===== src/rtl/pol_pkg.sv =====
`timescale 1ns / 1ps
// Shared types and codes for the positional ordered list.
// No dependencies; used by pol_cell and positional_ordered_list.
package pol_pkg;

   // Command codes on req_cmd
   localparam logic [2:0] CMD_INS_POS = 3'd0;
   localparam logic [2:0] CMD_INS_END = 3'd1;
   localparam logic [2:0] CMD_DEL_POS = 3'd2;
   localparam logic [2:0] CMD_DEL_END = 3'd3;
   localparam logic [2:0] CMD_DUMP    = 3'd4;

   // Status codes on rsp_status
   localparam logic [2:0] ST_OK      = 3'd0;
   localparam logic [2:0] ST_INVALID = 3'd1;
   localparam logic [2:0] ST_BOUND   = 3'd2;
   localparam logic [2:0] ST_EMPTY   = 3'd3;
   localparam logic [2:0] ST_FULL    = 3'd4;

   localparam int unsigned DATA_W = 32;

   // What a cell loads on the next edge
   typedef enum logic [2:0] {
      CELL_HOLD  = 3'd0,
      CELL_LOAD  = 3'd1,   // new value from the request
      CELL_LEFT  = 3'd2,   // shift toward the back
      CELL_RIGHT = 3'd3,   // shift toward the front
      CELL_HEAD  = 3'd4    // wrap the front element in during a dump
   } pol_cell_op_type;

   typedef enum logic [1:0] {
      FSM_IDLE = 2'b01,
      FSM_DUMP = 2'b10
   } pol_state_type;

endpackage


===== src/rtl/positional_ordered_list.sv =====
`timescale 1ns / 1ps
// Positional ordered list: a chain of CAPACITY cells, front at cell 0.
// Insert/delete: result beat registered the cycle after accept. Dump: one result
//   beat per cycle while rsp_ready is high, count beats; the chain rotates once
//   per beat and is back in order after the last one. Next command after that.
// Throughput: one command per cycle for single-result commands while rsp_ready
//   is high, set by the output register. Sync reset empties the list; cells unreset.
module positional_ordered_list #(
   parameter int unsigned CAPACITY = 16
) (
   input  logic                              clock,
   input  logic                              reset,
   input  logic                              req_valid,
   output logic                              req_ready,
   input  logic [2:0]                        req_cmd,
   input  logic [4:0]                        req_position,
   input  logic signed [pol_pkg::DATA_W-1:0] req_value,
   output logic                              rsp_valid,
   input  logic                              rsp_ready,
   output logic [2:0]                        rsp_status,
   output logic signed [pol_pkg::DATA_W-1:0] rsp_element,
   output logic [4:0]                        rsp_length,
   output logic                              rsp_last
);

   localparam int unsigned IW = (CAPACITY > 2) ? $clog2(CAPACITY) : 1;  // cell index
   localparam int unsigned CW = $clog2(CAPACITY + 1);                    // element count
   localparam int unsigned MW = ((CW > 5) ? CW : 5) + 1;                // compare width

   // control state
   pol_pkg::pol_state_type state_ff, state_in;
   logic [CW-1:0]          count_ff, count_in;
   logic [CW-1:0]          dump_left_ff, dump_left_in;
   logic                   rsp_valid_ff, rsp_valid_in;

   // output beat register
   logic [2:0]                        rsp_status_ff, rsp_status_in;
   logic signed [pol_pkg::DATA_W-1:0] rsp_element_ff, rsp_element_in;
   logic [4:0]                        rsp_length_ff, rsp_length_in;
   logic                              rsp_last_ff, rsp_last_in;

   // cell chain
   logic signed [pol_pkg::DATA_W-1:0] cell_q [CAPACITY];
   pol_pkg::pol_cell_op_type          cell_op [CAPACITY];

   logic          slot_free;
   logic          accept;
   logic          do_ins, do_del, do_rot;
   logic [IW-1:0] ins_idx, del_idx;
   logic [MW-1:0] pos_ext, cnt_ext;

   assign slot_free = !rsp_valid_ff || rsp_ready;
   assign req_ready = (state_ff == pol_pkg::FSM_IDLE) && slot_free;
   assign accept    = req_valid && req_ready;
   assign pos_ext   = MW'(req_position);
   assign cnt_ext   = MW'(count_ff);

   // Command decode, result beat and next state
   always_comb begin
      state_in       = state_ff;
      count_in       = count_ff;
      dump_left_in   = dump_left_ff;
      rsp_valid_in   = rsp_valid_ff && !rsp_ready;
      rsp_status_in  = rsp_status_ff;
      rsp_element_in = rsp_element_ff;
      rsp_length_in  = rsp_length_ff;
      rsp_last_in    = rsp_last_ff;
      do_ins         = 1'b0;
      do_del         = 1'b0;
      do_rot         = 1'b0;
      ins_idx        = '0;
      del_idx        = '0;

      unique case (state_ff)
         pol_pkg::FSM_IDLE: begin
            if (accept) begin
               // single-result defaults; dump and unknown codes override
               rsp_valid_in   = 1'b1;
               rsp_status_in  = pol_pkg::ST_OK;
               rsp_element_in = '0;
               rsp_last_in    = 1'b1;
               unique case (req_cmd)
                  pol_pkg::CMD_INS_POS: begin
                     if (req_position == 5'd0) begin
                        rsp_status_in = pol_pkg::ST_INVALID;
                     end else if (cnt_ext == MW'(CAPACITY)) begin
                        rsp_status_in = pol_pkg::ST_FULL;
                     end else if (count_ff == '0) begin
                        do_ins  = 1'b1;  // empty list: any position lands at the front
                        ins_idx = '0;
                     end else if (pos_ext > cnt_ext + MW'(1)) begin
                        rsp_status_in = pol_pkg::ST_BOUND;
                     end else begin
                        do_ins  = 1'b1;
                        ins_idx = IW'(pos_ext - MW'(1));
                     end
                  end
                  pol_pkg::CMD_INS_END: begin
                     if (cnt_ext == MW'(CAPACITY)) begin
                        rsp_status_in = pol_pkg::ST_FULL;
                     end else begin
                        do_ins  = 1'b1;
                        ins_idx = IW'(count_ff);
                     end
                  end
                  pol_pkg::CMD_DEL_POS: begin
                     if (count_ff == '0) begin
                        rsp_status_in = pol_pkg::ST_EMPTY;
                     end else if (req_position == 5'd0) begin
                        rsp_status_in = pol_pkg::ST_INVALID;
                     end else if (pos_ext > cnt_ext) begin
                        rsp_status_in = pol_pkg::ST_BOUND;
                     end else begin
                        do_del  = 1'b1;
                        del_idx = IW'(pos_ext - MW'(1));
                     end
                  end
                  pol_pkg::CMD_DEL_END: begin
                     if (count_ff == '0) begin
                        rsp_status_in = pol_pkg::ST_EMPTY;
                     end else begin
                        do_del  = 1'b1;
                        del_idx = IW'(count_ff - CW'(1));
                     end
                  end
                  pol_pkg::CMD_DUMP: begin
                     if (count_ff == '0) begin
                        rsp_status_in = pol_pkg::ST_EMPTY;
                     end else begin
                        // beats come from the DUMP state
                        rsp_valid_in = rsp_valid_ff && !rsp_ready;
                        state_in     = pol_pkg::FSM_DUMP;
                        dump_left_in = count_ff;
                     end
                  end
                  default: begin
                     // unknown code: swallowed, no beat
                     rsp_valid_in = rsp_valid_ff && !rsp_ready;
                  end
               endcase

               if (do_ins) begin
                  count_in = count_ff + CW'(1);
               end
               if (do_del) begin
                  count_in       = count_ff - CW'(1);
                  rsp_element_in = cell_q[del_idx];
               end
               rsp_length_in = 5'(count_in);
            end
         end
         pol_pkg::FSM_DUMP: begin
            // front element out, chain rotates within the occupied cells
            if (slot_free) begin
               do_rot         = 1'b1;
               rsp_valid_in   = 1'b1;
               rsp_status_in  = pol_pkg::ST_OK;
               rsp_element_in = cell_q[0];
               rsp_length_in  = 5'(count_ff);
               rsp_last_in    = (dump_left_ff == CW'(1));
               dump_left_in   = dump_left_ff - CW'(1);
               if (dump_left_ff == CW'(1)) begin
                  state_in = pol_pkg::FSM_IDLE;
               end
            end
         end
         default: begin
            state_in = pol_pkg::FSM_IDLE;
         end
      endcase
   end

   // Per-cell shift selects and neighbor wiring
   for (genvar i = 0; i < CAPACITY; i++) begin : g_cell
      logic signed [pol_pkg::DATA_W-1:0] left_d;
      logic signed [pol_pkg::DATA_W-1:0] right_d;

      if (i == 0) begin : g_front
         assign left_d = req_value;
      end else begin : g_inner_l
         assign left_d = cell_q[i-1];
      end

      if (i == CAPACITY - 1) begin : g_back
         assign right_d = cell_q[i];
      end else begin : g_inner_r
         assign right_d = cell_q[i+1];
      end

      always_comb begin
         cell_op[i] = pol_pkg::CELL_HOLD;
         if (do_ins) begin
            if (IW'(i) == ins_idx) begin
               cell_op[i] = pol_pkg::CELL_LOAD;
            end else if (IW'(i) > ins_idx) begin
               cell_op[i] = pol_pkg::CELL_LEFT;
            end
         end else if (do_del) begin
            if (IW'(i) >= del_idx) begin
               cell_op[i] = pol_pkg::CELL_RIGHT;
            end
         end else if (do_rot) begin
            if (CW'(i) + CW'(1) == count_ff) begin
               cell_op[i] = pol_pkg::CELL_HEAD;
            end else if (CW'(i) + CW'(1) < count_ff) begin
               cell_op[i] = pol_pkg::CELL_RIGHT;
            end
         end
      end

      pol_cell u_cell (
         .clock   (clock),
         .op      (cell_op[i]),
         .new_d   (req_value),
         .left_d  (left_d),
         .right_d (right_d),
         .head_d  (cell_q[0]),
         .q       (cell_q[i])
      );
   end

   always_ff @(posedge clock) begin
      if (reset) begin
         state_ff     <= pol_pkg::FSM_IDLE;
         count_ff     <= '0;
         dump_left_ff <= '0;
         rsp_valid_ff <= 1'b0;
      end else begin
         state_ff     <= state_in;
         count_ff     <= count_in;
         dump_left_ff <= dump_left_in;
         rsp_valid_ff <= rsp_valid_in;
      end
   end

   always_ff @(posedge clock) begin
      rsp_status_ff  <= rsp_status_in;
      rsp_element_ff <= rsp_element_in;
      rsp_length_ff  <= rsp_length_in;
      rsp_last_ff    <= rsp_last_in;
   end

   assign rsp_valid   = rsp_valid_ff;
   assign rsp_status  = rsp_status_ff;
   assign rsp_element = rsp_element_ff;
   assign rsp_length  = rsp_length_ff;
   assign rsp_last    = rsp_last_ff;

endmodule


===== src/rtl/pol_cell.sv =====
`timescale 1ns / 1ps
// One storage cell of the list chain: holds one element, takes its
// neighbor's value on a shift. Depends on pol_pkg.
module pol_cell (
   input  logic                             clock,
   input  pol_pkg::pol_cell_op_type         op,
   input  logic signed [pol_pkg::DATA_W-1:0] new_d,
   input  logic signed [pol_pkg::DATA_W-1:0] left_d,
   input  logic signed [pol_pkg::DATA_W-1:0] right_d,
   input  logic signed [pol_pkg::DATA_W-1:0] head_d,
   output logic signed [pol_pkg::DATA_W-1:0] q
);

   logic signed [pol_pkg::DATA_W-1:0] data_ff;
   logic signed [pol_pkg::DATA_W-1:0] data_in;

   always_comb begin
      case (op)
         pol_pkg::CELL_LOAD:  data_in = new_d;
         pol_pkg::CELL_LEFT:  data_in = left_d;
         pol_pkg::CELL_RIGHT: data_in = right_d;
         pol_pkg::CELL_HEAD:  data_in = head_d;
         default:             data_in = data_ff;
      endcase
   end

   // payload only, no reset
   always_ff @(posedge clock) begin
      data_ff <= data_in;
   end

   assign q = data_ff;

endmodule


===== config.mk =====
export PLATFORM = sky130hd
export DESIGN_NAME = positional_ordered_list
export DESIGN_NICKNAME = d
export VERILOG_FILES = /design/src/rtl/pol_pkg.sv /design/src/rtl/positional_ordered_list.sv /design/src/rtl/pol_cell.sv
export SDC_FILE = /design/constraint.sdc
export NUM_CORES = 1
export LEC_CHECK = 0
export BUFFER_PORTS_ARGS = -buffer_cell sky130_fd_sc_hd__buf_2
export CAP_MARGIN = 20
export CORE_AREA = 2 2 365 367
export DETAILED_ROUTE_END_ITERATION = 8
export DIE_AREA = 0 0 367 369
export PLACE_DENSITY = 0.56
export SLEW_MARGIN = 0
export SYNTH_ARGS = -nofsm -noshare
export SYNTH_HDL_FRONTEND = slang
export SYNTH_HIERARCHICAL = 1
export SYNTH_SLANG_ARGS = --single-unit
export TNS_END_PERCENT = 30

===== constraint.sdc =====
create_clock -name clock -period 6.2 [get_ports clock]
set_input_delay 0.31 -clock clock [delete_from_list [all_inputs] [get_ports clock]]
set_output_delay 0.31 -clock clock [all_outputs]
set_load 0.1 [all_outputs]

==> impl_metrics.tcl <==
set metrics [dict create \
    port_buffers 86 \
    tightest_slew_ns 1.14 \
    post-cts-setup-buffers 0 \
    routabilityCongestion 0.874 \
    synth.net_count 3691 \
    max_slew_vio_count 0 \
    synth-async-reset-ratio 0 \
    numPlacedInstances 5238 \
    route.antenna.remaining_nets 0 \
    combPwrFrac 0.300 \
    setup-tns-final_ns 0 \
    r2r_setup_slack_ns 0.35 \
    synth_simple_gate_area_share 0.134 \
    crit_fanout 32 \
    layout_common_cells "sky130_fd_sc_hd__nand2_1, sky130_fd_sc_hd__mux2i_1, sky130_fd_sc_hd__edfxtp_1" \
    postSynthCellCount 3627 \
    first_global_vias 32700 \
    layoutNonFillerInstCount 5376 \
    pwr_density_mw_per_mm2 324 \
    seqPwrFrac 0.403 \
    synth_sequential_area_ratio 0.431 \
    track_usage 0.244 \
    postLayoutSetupSlackWorst_ns 0.354 \
    avgViaCountPerCell 6.32 \
    placed_cell_area_mm2 0.0412 \
    drt_first_iter_violations 4779 \
    dr.pass1.iters 6 \
    total_die_area_mm2 0.135 \
    synth_area_per_inst_um2 10.8 \
    power.switching_mw 5.43 \
    critical_path_arrival_ns 6.36 \
    boundaryPins 87 \
    grt_start_max_net_pins 137 \
    ys.flop_type "sky130_fd_sc_hd__edfxtp_1" \
    nNetsFinal 3625 \
    post_cts_sizing_count 0 \
    clk_pin_slew_ns 0.06 \
    h-tree-depth 3 \
    setup_viol 0 \
    avgRoutedWirePerCell_um 31.9 \
    grt_overflow 0 \
    clock_sink_count 566 \
    ys_ff_latch 566 \
    multi_input_area_mm2 0.0206 \
    synth_top_family_by_area "compound AO/OA/AOI/OAI gates" \
    dp_worst_setup_slack_ns 0.580 \
    post_synth_mux_area_share 0.164 \
    worstHoldPathType "input port to flop" \
    wire_length_of_the_first_global_routing_pass_mm 242 \
    final-hold-violation-count 0 \
    worst_clock_skew_ns 0.0311 \
    post_route_cells_drive_above_1_share 0.121 \
    synth.distinct_cells 70 \
    worstSetupStartpointType "flop" \
    clkPwrFrac 0.297 \
    layout.filler_cells 13400 \
    start_util 0.298 \
    die_h_um 369 \
    post-synth-top-area-cell "sky130_fd_sc_hd__edfxtp_1" \
    place_hpwl_mm 91.8 \
    yosys_warnings 6 \
    fp.dieW_um 367 \
    clk_root_buffer_cell "sky130_fd_sc_hd__clkbuf_16" \
    antenna_violations_before_repair 11 \
    floorplan_row_count 133 \
    drc 0 \
    maxClockFrequency_ghz 0.171 \
    post-route-period-util 0.943 \
    slew_headroom 0.238 \
    period_minus_slack_ns 5.85 \
    switching_share 0.386 \
    layout.cells.most_common "sky130_fd_sc_hd__nand2_1" \
    synthToLayoutAreaGrowth_pct 11.0 \
    postCtsHoldBufs 2 \
    synth_fa_ha_area_frac 0.00639 \
    synth_compound_area_frac 0.203 \
    clkLatencyLatePin_ns 0.67 \
    floorplan.core_area_mm2 0.131 \
    finalInstanceArea_mm2 0.0435 \
    tritoncts_buffer_count 74 \
    power_report.internal_total_mw 8.64 \
    cap_viol_max_count 0 \
    synth.top_cell.area_share 0.424 \
    outcome "finished, final reports clean" \
    p_leak_nw 12.9 \
    end_kind "flop" \
    cts-root-to-sink-buffers 3 \
    timing.hold.ws_ns 0.108 \
    ff_latch_area_mm2 0.0169 \
    synth.area.top_cells "sky130_fd_sc_hd__edfxtp_1, sky130_fd_sc_hd__mux2i_1, sky130_fd_sc_hd__o221a_1" \
    rsz0062_at_grt "false" \
    post_synthesis_xor_xnor_area_fraction 0.00582 \
    required_ns 6.71 \
    syn_area_mm2 0.0391 \
    cts_tree "built" \
    vdd_drop_max_mv 0.244 \
    routed-via-count 34000 \
    critPathKind "flop to flop" \
    drt-total-wl_mm 172 \
    synth_enable_flop_cells 553 \
]
sequential cells by signal, summed over array words and instances (netlist names):
| signal | cells |
|---|---|
| rsp_element | 32 |
| rsp_last | 1 |
| dump_left_ff | 5 |
| g_cell.u_cell/q | 512 |
| state_ff | 2 |
| rsp_length | 5 |
| rsp_status | 3 |
| count_ff | 5 |
| rsp_valid | 1 |
cell usage after synthesis (all sizes together), types with 4 or more instances:
cell type and number:
nand2 867, nor2b 22, nor2 72, o31ai 7, a31oi 5, o32ai 4, inv 16, o2111ai 32
or3 7, a21o 19, nand3 205, mux2i 641, ha 20, buf 227, a21oi 99, o22ai 6
nand2b 5, edfxtp 553, a221oi 34, o21ai 43, xnor2 25, dfxtp 13, clkbuf 107, o221a 512
and3 10, a22oi 6, and2 11, nor3 17, a211oi 4
routing by layer:
metal  GRT usage  routed length [µm]
met4       0.128               10100
met3      0.0601               19300
met2       0.374               74400
met1       0.316               67800
met5           0                   0
worst paths after layout:
path / start / endpoint / depth (start not counted)
worst min register to register: dump_left_ff[3]$_SDFFE_PP0P_ / dump_left_ff[3]$_SDFFE_PP0P_ / 2
worst max register to register: count_ff[1]$_SDFFE_PP0P_ / g_cell[0].u_cell/q[16]$_DFFE_PP_ / 16
worst max-delay path: count_ff[1]$_SDFFE_PP0P_ / g_cell[0].u_cell/q[16]$_DFFE_PP_ / 16
worst min-delay path: req_cmd[2] / rsp_valid$_SDFF_PP0_ / 4
per-stage QoR:
| step | util | power [mW] |
|---|---|---|
| 6_report | 0.331 | 14.1 |
| 3_5_place_dp | 0.314 | 9.83 |
| 4_1_cts | 0.331 | 14.0 |
| 3_3_place_gp | 0.314 | 9.79 |
| 2_1_floorplan | - | 8.38 |
| 5_1_grt | 0.331 | 14.5 |
power by group through the flow:
| stage | Sequential (mW) | Clock [mW] | Combinational [mW] |
|---|---|---|---|
| final | 5.67 | 4.18 | 4.22 |
| after global routing | 5.75 | 4.35 | 4.35 |
| after CTS | 5.66 | 4.22 | 4.12 |
| after detailed placement | 5.72 | 0 | 4.11 |
| after global placement | 5.72 | 0 | 4.07 |
| after floorplan | 6.20 | 0 | 2.19 |
cell families (layout without fill, tap and decap cells):
group | Yosys count | count (layout)
xor+xnor | 26 | 26
other cells | 0 | 5
compound gates | 793 | 793
buf+inv | 351 | 340
flops | 566 | 566
mux | 641 | 641
fa+ha+maj | 20 | 20
simple gates | 1230 | 1230
layout make-up:
cell class,count,share of cell area
diodes,5,0.000288
well taps,1755,0.0505
inverters,17,0.00147
clock inverters,37,0.00665
flip-flops and latches,566,0.388
multi-input cells,2710,0.475
clock buffers,94,0.0448
repair buffers,192,0.0332
worst max-delay path: stages (launching register included):
cell and delay (ns):
sky130_fd_sc_hd__dfxtp_1 0.62, sky130_fd_sc_hd__inv_1 0.24, sky130_fd_sc_hd__ha_1 0.52, sky130_fd_sc_hd__inv_1 0.13, sky130_fd_sc_hd__ha_1 0.30, sky130_fd_sc_hd__nor2b_1 0.14, sky130_fd_sc_hd__o21bai_1 0.08, sky130_fd_sc_hd__a31oi_2 0.41
sky130_fd_sc_hd__nor3_1 0.12, sky130_fd_sc_hd__a21oi_1 0.58, sky130_fd_sc_hd__nand3_1 0.53, sky130_fd_sc_hd__or2_2 0.49, sky130_fd_sc_hd__o21ai_4 0.33, sky130_fd_sc_hd__nor2_4 0.12, sky130_fd_sc_hd__nand2_2 0.10, sky130_fd_sc_hd__buf_4 0.62
sky130_fd_sc_hd__o221a_1 0.31
Power figures use the tool's default switching activity.
